===== config.mk =====
export PLATFORM = sky130hd
export DESIGN_NAME = bounded_doubly_linked_list_core_flat
export DESIGN_NICKNAME = d
export VERILOG_FILES = /design/src/hw/rtl/bdll_pkg.sv /design/src/hw/rtl/bdll_if.sv /design/src/hw/rtl/bounded_doubly_linked_list_core.sv /design/src/hw/rtl/bdll_ctrl.sv /design/src/hw/rtl/bdll_datapath.sv /design/src/flat_wrapper.sv
export VERILOG_INCLUDE_DIRS = /design/src /design/src/hw/rtl
export SDC_FILE = /design/constraint.sdc
export NUM_CORES = 1
export LEC_CHECK = 0
export ABC_AREA = 1
export BUFFER_PORTS_ARGS = -buffer_cell sky130_fd_sc_hd__buf_2
export CORE_MARGIN = 2
export CORE_UTILIZATION = 45
export CTS_CLUSTER_SIZE = 20
export DETAILED_ROUTE_END_ITERATION = 10
export MAX_ROUTING_LAYER = met4
export PLACE_DENSITY = 0.63
export SLEW_MARGIN = 10
export SYNTH_ARGS = -nofsm -noshare
export SYNTH_HDL_FRONTEND = slang
export SYNTH_SLANG_ARGS = --single-unit

===== constraint.sdc =====
create_clock -name clk -period 3.94 [get_ports clk]
set_input_delay 0.197 -clock clk [delete_from_list [all_inputs] [get_ports clk]]
set_output_delay 0.197 -clock clk [all_outputs]
set_load 0.03 [all_outputs]

===== src/hw/rtl/bounded_doubly_linked_list_core_macros.svh =====
// Assertion macros used by the list core RTL.
`ifndef BOUNDED_DOUBLY_LINKED_LIST_CORE_MACROS_SVH
`define BOUNDED_DOUBLY_LINKED_LIST_CORE_MACROS_SVH
`ifndef NO_ASSERTIONS
// Check that the consequent holds in the same cycle as the antecedent.
`define BDLL_ASSERT_NOW(label, ante, cons, msg) \
	label: assert property (@(posedge clk) disable iff (!arst_n) (ante) |-> (cons)) \
		else $error(msg);
// Check that the consequent holds in the cycle after the antecedent.
`define BDLL_ASSERT_NEXT(label, ante, cons, msg) \
	label: assert property (@(posedge clk) disable iff (!arst_n) (ante) |=> (cons)) \
		else $error(msg);
`else
`define BDLL_ASSERT_NOW(label, ante, cons, msg)
`define BDLL_ASSERT_NEXT(label, ante, cons, msg)
`endif
`endif


===== src/hw/rtl/bdll_pkg.sv =====
// Shared constants, codes and control types of the bounded list core.
package bdll_pkg;

	localparam int CAPACITY_DEF = 16;

	localparam int KIND_W   = 2;
	localparam int VALUE_W  = 32;
	localparam int POS_W    = 8;
	localparam int STATUS_W = 2;

	// Request kinds
	localparam logic [KIND_W-1:0] KIND_FRONT  = 2'd0;
	localparam logic [KIND_W-1:0] KIND_BACK   = 2'd1;
	localparam logic [KIND_W-1:0] KIND_DELETE = 2'd2;

	// Result status codes
	localparam logic [STATUS_W-1:0] ST_OK     = 2'd0;
	localparam logic [STATUS_W-1:0] ST_EMPTY  = 2'd1;
	localparam logic [STATUS_W-1:0] ST_BADPOS = 2'd2;
	localparam logic [STATUS_W-1:0] ST_FULL   = 2'd3;

	// Datapath operations issued by the controller
	typedef logic [2:0] op_t;
	localparam op_t OP_NONE    = 3'd0;
	localparam op_t OP_LOAD    = 3'd1;
	localparam op_t OP_DECODE  = 3'd2;
	localparam op_t OP_INSERT  = 3'd3;
	localparam op_t OP_WALK    = 3'd4;
	localparam op_t OP_TAKE    = 3'd5;
	localparam op_t OP_UNLINK  = 3'd6;
	localparam op_t OP_PUBLISH = 3'd7;

	typedef struct packed {
		op_t op;
	} dp_cmd_t;

	typedef struct packed {
		logic go_insert;
		logic go_walk;
		logic go_take;
		logic walk_last;
		logic out_free;
	} dp_stat_t;

endpackage


===== src/hw/rtl/bdll_if.sv =====
// Request and result channel interfaces of the bounded list core.
interface bdll_req_if;
	logic                               valid;
	logic                               ready;
	logic [bdll_pkg::KIND_W-1:0]        kind;
	logic signed [bdll_pkg::VALUE_W-1:0] value;
	logic [bdll_pkg::POS_W-1:0]         position;

	modport source (output valid, kind, value, position, input ready);
	modport sink (input valid, kind, value, position, output ready);
endinterface

interface bdll_rsp_if #(
	parameter int CNT_W = $clog2(bdll_pkg::CAPACITY_DEF + 1)
);
	logic                                valid;
	logic                                ready;
	logic [bdll_pkg::STATUS_W-1:0]       status;
	logic signed [bdll_pkg::VALUE_W-1:0] removed_value;
	logic [CNT_W-1:0]                    element_count;

	modport source (output valid, status, removed_value, element_count, input ready);
	modport sink (input valid, status, removed_value, element_count, output ready);
endinterface


===== src/hw/rtl/bounded_doubly_linked_list_core.sv =====
// Bounded doubly linked list core: holds up to CAPACITY signed 32-bit values.
// Requests arrive on req (valid/ready): kind 0 inserts value at the front,
// kind 1 at the back, kind 2 removes the element at 1-based position from the
// head (0 means the head); kind 3 changes nothing. Every request gives exactly
// one result on rsp: status (ok, empty, bad position, full), the removed value
// (zero unless a delete succeeded) and the element count after the request.
// One request is in work at a time. An insert passes the decode and insert
// steps, a rejected or ignored request only the decode step, and a delete
// the decode step, a walk past the head along the forward links, one link
// per cycle through the registered read of the link store, then the take and
// unlink steps. Each request ends in a done step that publishes its result.
// A result waits in an output register; the next request is taken while it
// waits, and its own result is held back until rsp takes the earlier one.
// Reset empties the list and refills the free list at once, with no clearing
// pass: slots not yet handed out are tracked by a fill count.
`include "bounded_doubly_linked_list_core_macros.svh"

module bounded_doubly_linked_list_core #(
	parameter int CAPACITY = bdll_pkg::CAPACITY_DEF
) (
	input logic        clk,
	input logic        arst_n,
	bdll_req_if.sink   req,
	bdll_rsp_if.source rsp
);

	localparam int AW = $clog2(CAPACITY);
	localparam int CW = $clog2(CAPACITY + 1);

	bdll_pkg::dp_cmd_t  cmd;
	bdll_pkg::dp_stat_t stat;
	logic               in_ready;
	logic [CW-1:0]      out_count;

	bdll_ctrl u_ctrl (
		.clk      (clk),
		.arst_n   (arst_n),
		.in_valid (req.valid),
		.in_ready (in_ready),
		.stat     (stat),
		.cmd      (cmd)
	);

	bdll_datapath #(
		.CAPACITY (CAPACITY),
		.AW       (AW),
		.CW       (CW)
	) u_datapath (
		.clk          (clk),
		.arst_n       (arst_n),
		.cmd          (cmd),
		.stat         (stat),
		.req_kind     (req.kind),
		.req_value    (req.value),
		.req_position (req.position),
		.out_valid    (rsp.valid),
		.out_ready    (rsp.ready),
		.out_status   (rsp.status),
		.out_removed  (rsp.removed_value),
		.out_count    (out_count)
	);

	assign req.ready         = in_ready;
	assign rsp.element_count = out_count;

	// Not ready in the cycle after a request is taken
	`BDLL_ASSERT_NEXT(a_busy_after_accept, req.valid && req.ready, !req.ready, "request taken while busy")
	// A full store reports the full count
	`BDLL_ASSERT_NOW(a_full_count, rsp.valid && (rsp.status == bdll_pkg::ST_FULL), out_count == CW'(CAPACITY), "full status with short count")
	// An empty list removes nothing and holds nothing
	`BDLL_ASSERT_NOW(a_empty_result, rsp.valid && (rsp.status == bdll_pkg::ST_EMPTY), (out_count == '0) && (rsp.removed_value == '0), "empty status with data")

endmodule


===== src/hw/rtl/bdll_ctrl.sv =====
// Controller state machine sequencing one request through the list datapath.
module bdll_ctrl (
	input  logic               clk,
	input  logic               arst_n,
	input  logic               in_valid,
	output logic               in_ready,
	input  bdll_pkg::dp_stat_t stat,
	output bdll_pkg::dp_cmd_t  cmd
);

	localparam logic [2:0] S_IDLE   = 3'd0;
	localparam logic [2:0] S_DECODE = 3'd1;
	localparam logic [2:0] S_INSERT = 3'd2;
	localparam logic [2:0] S_WALK   = 3'd3;
	localparam logic [2:0] S_TAKE   = 3'd4;
	localparam logic [2:0] S_UNLINK = 3'd5;
	localparam logic [2:0] S_DONE   = 3'd6;

	logic [2:0] state_q;
	logic [2:0] state_d;

	// Pick the next state and the operation for this cycle
	always_comb begin
		state_d  = state_q;
		cmd.op   = bdll_pkg::OP_NONE;
		in_ready = 1'b0;
		unique case (state_q)
			S_IDLE: begin
				in_ready = 1'b1;
				if (in_valid) begin
					cmd.op  = bdll_pkg::OP_LOAD;
					state_d = S_DECODE;
				end
			end
			S_DECODE: begin
				cmd.op = bdll_pkg::OP_DECODE;
				if (stat.go_insert) begin
					state_d = S_INSERT;
				end else if (stat.go_walk) begin
					state_d = S_WALK;
				end else if (stat.go_take) begin
					state_d = S_TAKE;
				end else begin
					state_d = S_DONE;
				end
			end
			S_INSERT: begin
				cmd.op  = bdll_pkg::OP_INSERT;
				state_d = S_DONE;
			end
			S_WALK: begin
				cmd.op = bdll_pkg::OP_WALK;
				if (stat.walk_last) begin
					state_d = S_TAKE;
				end
			end
			S_TAKE: begin
				cmd.op  = bdll_pkg::OP_TAKE;
				state_d = S_UNLINK;
			end
			S_UNLINK: begin
				cmd.op  = bdll_pkg::OP_UNLINK;
				state_d = S_DONE;
			end
			S_DONE: begin
				if (stat.out_free) begin
					cmd.op  = bdll_pkg::OP_PUBLISH;
					state_d = S_IDLE;
				end
			end
			default: begin
				state_d = S_IDLE;
			end
		endcase
	end

	// Advance the state
	always_ff @(posedge clk or negedge arst_n) begin
		if (!arst_n) begin
			state_q <= S_IDLE;
		end else begin
			state_q <= state_d;
		end
	end

endmodule


===== src/hw/rtl/bdll_datapath.sv =====
// Datapath of the list core: slot stores, list pointers and result register.
module bdll_datapath #(
	parameter int CAPACITY = bdll_pkg::CAPACITY_DEF,
	parameter int AW       = $clog2(CAPACITY),
	parameter int CW       = $clog2(CAPACITY + 1)
) (
	input  logic                                clk,
	input  logic                                arst_n,
	input  bdll_pkg::dp_cmd_t                   cmd,
	output bdll_pkg::dp_stat_t                  stat,
	input  logic [bdll_pkg::KIND_W-1:0]         req_kind,
	input  logic signed [bdll_pkg::VALUE_W-1:0] req_value,
	input  logic [bdll_pkg::POS_W-1:0]          req_position,
	output logic                                out_valid,
	input  logic                                out_ready,
	output logic [bdll_pkg::STATUS_W-1:0]       out_status,
	output logic signed [bdll_pkg::VALUE_W-1:0] out_removed,
	output logic [CW-1:0]                       out_count
);

	localparam int PW    = bdll_pkg::POS_W;
	localparam int CMP_W = (CW > PW) ? CW : PW;

	// Slot stores
	logic signed [bdll_pkg::VALUE_W-1:0] val_mem_q [CAPACITY];
	logic [AW-1:0] fwd_mem_q  [CAPACITY];
	logic [AW-1:0] bwd_mem_q  [CAPACITY];
	logic [AW-1:0] free_mem_q [CAPACITY];

	logic signed [bdll_pkg::VALUE_W-1:0] val_rd_q;
	logic [AW-1:0] fwd_rd_q;
	logic [AW-1:0] bwd_rd_q;
	logic [AW-1:0] free_rd_q;

	// List pointers and request registers
	logic [AW-1:0] head_q;
	logic [AW-1:0] tail_q;
	logic [AW-1:0] free_head_q;
	logic [CW-1:0] count_q;
	logic [CW-1:0] fresh_q;
	logic [AW-1:0] cursor_q;
	logic [PW-1:0] remain_q;
	logic [bdll_pkg::KIND_W-1:0] kind_q;
	logic signed [bdll_pkg::VALUE_W-1:0] value_q;
	logic [PW-1:0] pos_q;
	logic [bdll_pkg::STATUS_W-1:0] status_q;
	logic signed [bdll_pkg::VALUE_W-1:0] removed_q;

	logic                                out_valid_q;
	logic [bdll_pkg::STATUS_W-1:0]       out_status_q;
	logic signed [bdll_pkg::VALUE_W-1:0] out_removed_q;
	logic [CW-1:0]                       out_count_q;

	// Request decode
	logic is_ins;
	logic is_front;
	logic is_del;
	logic full;
	logic empty;
	logic bad_pos;
	logic del_ok;
	logic del_first;
	logic del_last;
	logic del_single;
	logic is_fresh;
	logic [AW-1:0] alloc_slot;
	logic [AW-1:0] next_free;

	// Store ports
	logic                                val_we;
	logic                                fwd_we;
	logic                                bwd_we;
	logic                                free_we;
	logic [AW-1:0]                       fwd_wa;
	logic [AW-1:0]                       fwd_wd;
	logic [AW-1:0]                       bwd_wa;
	logic [AW-1:0]                       bwd_wd;
	logic [AW-1:0]                       fwd_ra;

	assign is_front   = (kind_q == bdll_pkg::KIND_FRONT);
	assign is_ins     = is_front || (kind_q == bdll_pkg::KIND_BACK);
	assign is_del     = (kind_q == bdll_pkg::KIND_DELETE);
	assign full       = (count_q == CW'(CAPACITY));
	assign empty      = (count_q == '0);
	assign bad_pos    = (CMP_W'(pos_q) > CMP_W'(count_q));
	assign del_ok     = is_del && !empty && !bad_pos;
	assign del_first  = (pos_q == PW'(1));
	assign del_last   = (CMP_W'(pos_q) == CMP_W'(count_q));
	assign del_single = (count_q == CW'(1));

	// Slots never handed out follow the free head in order; freed ones are stacked
	assign alloc_slot = free_head_q;
	assign is_fresh   = (CW'(free_head_q) == fresh_q);
	always_comb begin
		if (!is_fresh) begin
			next_free = free_rd_q;
		end else if (free_head_q == AW'(CAPACITY - 1)) begin
			next_free = '0;
		end else begin
			next_free = free_head_q + AW'(1);
		end
	end

	assign stat.go_insert = is_ins && !full;
	assign stat.go_walk   = del_ok && !del_first;
	assign stat.go_take   = del_ok && del_first;
	assign stat.walk_last = (remain_q == PW'(1));
	assign stat.out_free  = !out_valid_q || out_ready;

	// Steer store reads and writes for the current operation
	always_comb begin
		val_we  = 1'b0;
		fwd_we  = 1'b0;
		bwd_we  = 1'b0;
		free_we = 1'b0;
		fwd_wa  = alloc_slot;
		fwd_wd  = head_q;
		bwd_wa  = head_q;
		bwd_wd  = alloc_slot;
		fwd_ra  = cursor_q;
		unique case (cmd.op)
			bdll_pkg::OP_DECODE: begin
				fwd_ra = head_q;
			end
			bdll_pkg::OP_WALK: begin
				fwd_ra = fwd_rd_q;
			end
			bdll_pkg::OP_INSERT: begin
				val_we = 1'b1;
				if (!empty) begin
					fwd_we = 1'b1;
					bwd_we = 1'b1;
					if (!is_front) begin
						fwd_wa = tail_q;
						fwd_wd = alloc_slot;
						bwd_wa = alloc_slot;
						bwd_wd = tail_q;
					end
				end
			end
			bdll_pkg::OP_UNLINK: begin
				free_we = 1'b1;
				fwd_wa  = bwd_rd_q;
				fwd_wd  = fwd_rd_q;
				bwd_wa  = fwd_rd_q;
				bwd_wd  = bwd_rd_q;
				if (!del_single && !del_first && !del_last) begin
					fwd_we = 1'b1;
					bwd_we = 1'b1;
				end
			end
			default: begin
			end
		endcase
	end

	// Write and read the slot stores
	always_ff @(posedge clk) begin
		if (val_we) begin
			val_mem_q[alloc_slot] <= value_q;
		end
		if (fwd_we) begin
			fwd_mem_q[fwd_wa] <= fwd_wd;
		end
		if (bwd_we) begin
			bwd_mem_q[bwd_wa] <= bwd_wd;
		end
		if (free_we) begin
			free_mem_q[cursor_q] <= free_head_q;
		end
		val_rd_q  <= val_mem_q[cursor_q];
		fwd_rd_q  <= fwd_mem_q[fwd_ra];
		bwd_rd_q  <= bwd_mem_q[cursor_q];
		free_rd_q <= free_mem_q[free_head_q];
	end

	// Update list pointers, counts and the result valid flag
	always_ff @(posedge clk or negedge arst_n) begin
		if (!arst_n) begin
			head_q      <= '0;
			tail_q      <= '0;
			free_head_q <= '0;
			count_q     <= '0;
			fresh_q     <= '0;
			out_valid_q <= 1'b0;
		end else begin
			unique case (cmd.op)
				bdll_pkg::OP_INSERT: begin
					if (empty) begin
						head_q <= alloc_slot;
						tail_q <= alloc_slot;
					end else if (is_front) begin
						head_q <= alloc_slot;
					end else begin
						tail_q <= alloc_slot;
					end
					free_head_q <= next_free;
					count_q     <= count_q + CW'(1);
					if (is_fresh) begin
						fresh_q <= fresh_q + CW'(1);
					end
				end
				bdll_pkg::OP_UNLINK: begin
					if (del_single) begin
						head_q <= '0;
						tail_q <= '0;
					end else if (del_first) begin
						head_q <= fwd_rd_q;
					end else if (del_last) begin
						tail_q <= bwd_rd_q;
					end
					free_head_q <= cursor_q;
					count_q     <= count_q - CW'(1);
				end
				default: begin
				end
			endcase
			if (cmd.op == bdll_pkg::OP_PUBLISH) begin
				out_valid_q <= 1'b1;
			end else if (out_ready) begin
				out_valid_q <= 1'b0;
			end
		end
	end

	// Hold the request, walk state and result fields
	always_ff @(posedge clk) begin
		unique case (cmd.op)
			bdll_pkg::OP_LOAD: begin
				kind_q  <= req_kind;
				value_q <= req_value;
				pos_q   <= (req_position == '0) ? PW'(1) : req_position;
			end
			bdll_pkg::OP_DECODE: begin
				removed_q <= '0;
				cursor_q  <= head_q;
				remain_q  <= pos_q - PW'(1);
				if (is_ins && full) begin
					status_q <= bdll_pkg::ST_FULL;
				end else if (is_del && empty) begin
					status_q <= bdll_pkg::ST_EMPTY;
				end else if (is_del && bad_pos) begin
					status_q <= bdll_pkg::ST_BADPOS;
				end else begin
					status_q <= bdll_pkg::ST_OK;
				end
			end
			bdll_pkg::OP_WALK: begin
				cursor_q <= fwd_rd_q;
				remain_q <= remain_q - PW'(1);
			end
			bdll_pkg::OP_UNLINK: begin
				removed_q <= val_rd_q;
			end
			bdll_pkg::OP_PUBLISH: begin
				out_status_q  <= status_q;
				out_removed_q <= removed_q;
				out_count_q   <= count_q;
			end
			default: begin
			end
		endcase
	end

	assign out_valid   = out_valid_q;
	assign out_status  = out_status_q;
	assign out_removed = out_removed_q;
	assign out_count   = out_count_q;

endmodule

===== src/flat_wrapper.sv =====
// flat-port wrapper written by rule: the top's interface ports become plain ports
module bounded_doubly_linked_list_core_flat 
#(
	parameter int CAPACITY = bdll_pkg::CAPACITY_DEF
)
  (clk, arst_n, req_valid, req_kind, req_value, req_position, req_ready, rsp_valid, rsp_status, rsp_removed_value, rsp_element_count, rsp_ready);
  bdll_req_if req_i ();
  bdll_rsp_if rsp_i ();
  input logic clk;
  input logic arst_n;
  input wire logic [$bits(req_i.valid)-1:0] req_valid;
  input wire logic [$bits(req_i.kind)-1:0] req_kind;
  input wire logic [$bits(req_i.value)-1:0] req_value;
  input wire logic [$bits(req_i.position)-1:0] req_position;
  output wire logic [$bits(req_i.ready)-1:0] req_ready;
  output wire logic [$bits(rsp_i.valid)-1:0] rsp_valid;
  output wire logic [$bits(rsp_i.status)-1:0] rsp_status;
  output wire logic [$bits(rsp_i.removed_value)-1:0] rsp_removed_value;
  output wire logic [$bits(rsp_i.element_count)-1:0] rsp_element_count;
  input wire logic [$bits(rsp_i.ready)-1:0] rsp_ready;
  assign req_i.valid = req_valid;
  assign req_i.kind = req_kind;
  assign req_i.value = req_value;
  assign req_i.position = req_position;
  assign req_ready = req_i.ready;
  assign rsp_valid = rsp_i.valid;
  assign rsp_status = rsp_i.status;
  assign rsp_removed_value = rsp_i.removed_value;
  assign rsp_element_count = rsp_i.element_count;
  assign rsp_i.ready = rsp_ready;
  bounded_doubly_linked_list_core #(.CAPACITY(CAPACITY)) u_core (.clk(clk), .arst_n(arst_n), .req(req_i), .rsp(rsp_i));
endmodule

==> impl_metrics.tcl <==
set metrics [dict create \
    via_per_inst 5.63 \
    tns_ps 0 \
    grt_remaining_overflow 0 \
    period_minus_slack_ps 3440 \
    critPathRequiredTime_ps 4250 \
    rsz0062_at_grt "false" \
    max_freq_ghz 0.290 \
    dpl-instance-area_um2 36700 \
    drtAntennaViolNets 0 \
    synth_top_family_by_area "simple AND/OR/NAND/NOR gates" \
    antenna_found_initial 2 \
    cts_resized 0 \
    die-area_um2 80000 \
    tightest_slew_ps 1160 \
    num_rows 102 \
    cts_buffers 94 \
    synth_enable_flop_cells 827 \
    slowest_stage "o211ai_2" \
    grt_pass1_wl_um 129000 \
    ys_seq_area_share_pct 75.6 \
    synthSimpleGateAreaFrac_pct 14.4 \
    hold_violations 0 \
    slew_viol_final 0 \
    synth_area_leader_cell "edfxtp_1" \
    synth_flop_cell "edfxtp_1" \
    netlist_area_um2 35000 \
    maxSlewHeadroom_pct 22.7 \
    wire_per_inst_um 22.1 \
    ys_ff_latch 901 \
    max-vdd-ir-drop_uv 572 \
    synth_most_common_cell "edfxtp_1" \
    drive_above_1_share_pct 12.2 \
    clk_latency_ps 660 \
    syn_to_final_growth_pct 15.4 \
    period_share_pct 87.4 \
    hp-class "input pin to async pin" \
    cp_max_fo 20 \
    fin_cells 3860 \
    hold_buffers 45 \
    synth_fa_ha_area_share_pct 0.644 \
    postSynthCellCount 2613 \
    syn_nets 2677 \
    die_h_um 283 \
    cts_max_path_buffers 3 \
    status "finished clean" \
    nets 2803 \
    cp_cell_sequence "inv_1 > ha_1 > nand3_2 > nand2_2 > inv_1 > nand2_4 > o211ai_2 > nand4_1 > nor2_1" \
    yosys.area.top_type_share_pct 71.0 \
    vias 21700 \
    fin_worst_skew_ps 57.2 \
    drc 0 \
    max_cap_viol_count 0 \
    synth_warnings 0 \
    crit_path_start_kind "register" \
    cts_tree "done" \
    powerDensity_nw_per_um2 742 \
    grt_usage_pct 22.1 \
    numPortBuffers 86 \
    path_common_cell "inv_1" \
    arrival_ps 3750 \
    drt_iter0_markers 2409 \
    placed_cells 3638 \
    cts_max_level 3 \
    postLayoutCoreUtil_pct 52.3 \
    fp.coreArea_um2 77200 \
    syn-mean-instance-area_um2 13.4 \
    grt_start_max_net_pins 181 \
    async_flop_share_pct 2.89 \
    gp_congestion 0.905 \
    synth-xor-area-share_pct 0.425 \
    io_pins 87 \
    synth_area_leaders "edfxtp_1 71%, nand3_1 7.3%, a22oi_1 3.2%, nand2_1 3.1%, dfxtp_1 2.7%" \
    clock-sinks 901 \
    start_util_pct 45.3 \
    power.leakage_nw 14.0 \
    design_area_um2 40400 \
    timing.final.setup_violations 0 \
    crit_path_end_kind "register" \
    drt_pass1_iterations 6 \
    ys_types 50 \
    muxShareOfSynthArea_pct 0.0286 \
    dp_hpwl_um 48000 \
    n_fill_cell 6374 \
    path_class "register to register" \
    synth.top_cells.by_count "827 x edfxtp_1, 507 x nand3_1, 293 x nand2_1" \
    cts_root_buf "clkbuf_16" \
    worst_path_largest_cell_delay_ps 750 \
    fp.dieW_um 283 \
    synth-compound-area-share_pct 5.25 \
    drt-total-wl_um 85500 \
    grt_pass1_vias 21400 \
    path_clk_slew_ps 60 \
    cts_setup_buffers 0 \
]
[where the power goes]
part	switching (mW)	internal, mW	leakage, nW
Combinational	5.79	2.08	4.27
Sequential	0.774	12.3	8.22
Clock	3.70	5.33	1.55
Total	10.3	19.7	14.0
[logic make-up after synthesis]
family	Yosys count
buffers and inverters	320
AO/OA/AOI/OAI	268
multiplexers	1
XOR/XNOR	17
AND/OR/NAND/NOR	1088
adder cells (fa/ha/maj)	18
flip-flops	901
[worst paths after layout]
| kind | to | start | slack [ps] | cells after the start |
|---|---|---|---|---|
| setup / recovery | u_core.u_datapath.bwd_mem_q[5][3]$_DFFE_PP_ | u_core.u_datapath.count_q[0]$_DFFE_PN0N_ | 500 | 9 |
| min in group clk | u_core.u_datapath.value_q[9]$_DFFE_PN_ | req_value[9] | 240 | 2 |
| hold / removal | u_core.u_datapath.out_valid$_DFFE_PN0P_ | arst_n | 150 | 2 |
| max in group asynchronous | u_core.u_datapath.fresh_q[2]$_DFFE_PN0P_ | arst_n | 3310 | 2 |
| hold reg to reg | u_core.u_datapath.out_removed[15]$_DFFE_PP_ | u_core.u_datapath.removed_q[15]$_SDFFCE_PP0P_ | 410 | 0 |
| setup reg to reg | u_core.u_datapath.bwd_mem_q[5][3]$_DFFE_PP_ | u_core.u_datapath.count_q[0]$_DFFE_PN0N_ | 500 | 9 |
[placed cells by master, fill, tap and decap left out, types with 23 or more instances in the layout]
master | synthesis | final
buf_4 | 2 | 44
dfrtp_1 | 26 | 26
nand2_1 | 293 | 293
nor2_1 | 170 | 149
buf_2 | 31 | 86
inv_1 | 158 | 157
edfxtp_1 | 827 | 827
clkbuf_1 | 98 | 24
nand3_1 | 507 | 507
nor2_4 | 0 | 23
nand4_1 | 77 | 77
a22oi_1 | 148 | 148
dlygate4sd3_1 | 0 | 45
o21ai_0 | 59 | 59
dfxtp_1 | 48 | 46
clkbuf_16 | 0 | 94
[layout make-up]
class	instances	area [um^2]	area share, %
tap	1040	1300	3.22
sequential	901	26500	65.5
clock buffer	123	2510	6.22
multi-input combinational	1392	7450	18.4
timing repair buffer	181	1330	3.30
inverter	169	639	1.58
antenna	1	2.50	0.00620
clock inverter	53	686	1.70
[critical path: cells and delay by family, from the launching register on]
family	cells	cell delay, ps
flops	1	540
compound gates	1	750
simple gates	5	1280
buf+inv	2	260
fa+ha+maj	1	270
[stage by stage]
step	hold slack (ps)	power (mW)	setup WS (ps)
floorplan	-98.6	18.1	630
global placement	277	20.9	707
detailed placement	292	21.0	519
CTS	157	30.1	524
global route	194	31.4	300
finish	146	30.0	496
[state kept, by name (all words and copies together) (netlist names), 32 cells and up]
signal                         flops
u_core.u_datapath.removed_q       32
u_core.u_datapath.bwd_mem_q       64
u_core.u_datapath.free_mem_q      64
u_core.u_datapath.fwd_mem_q       64
u_core.u_datapath.val_mem_q      512
u_core.u_datapath.out_removed     32
u_core.u_datapath.val_rd_q        32
u_core.u_datapath.value_q         32
[per-layer routing]
layer  global-route usage (%)  routed length [um]  share of wire, %  up-vias
li1                         -                   -                 -     9885
met1                     30.2               36800                43    10800
met2                     34.1               40100                47      941
met3                     3.84                6760               7.9      139
met4                     6.51                1770               2.1        0
met5                        -                   0                 0        -
No activity file was read; power rests on OpenSTA's default activity.
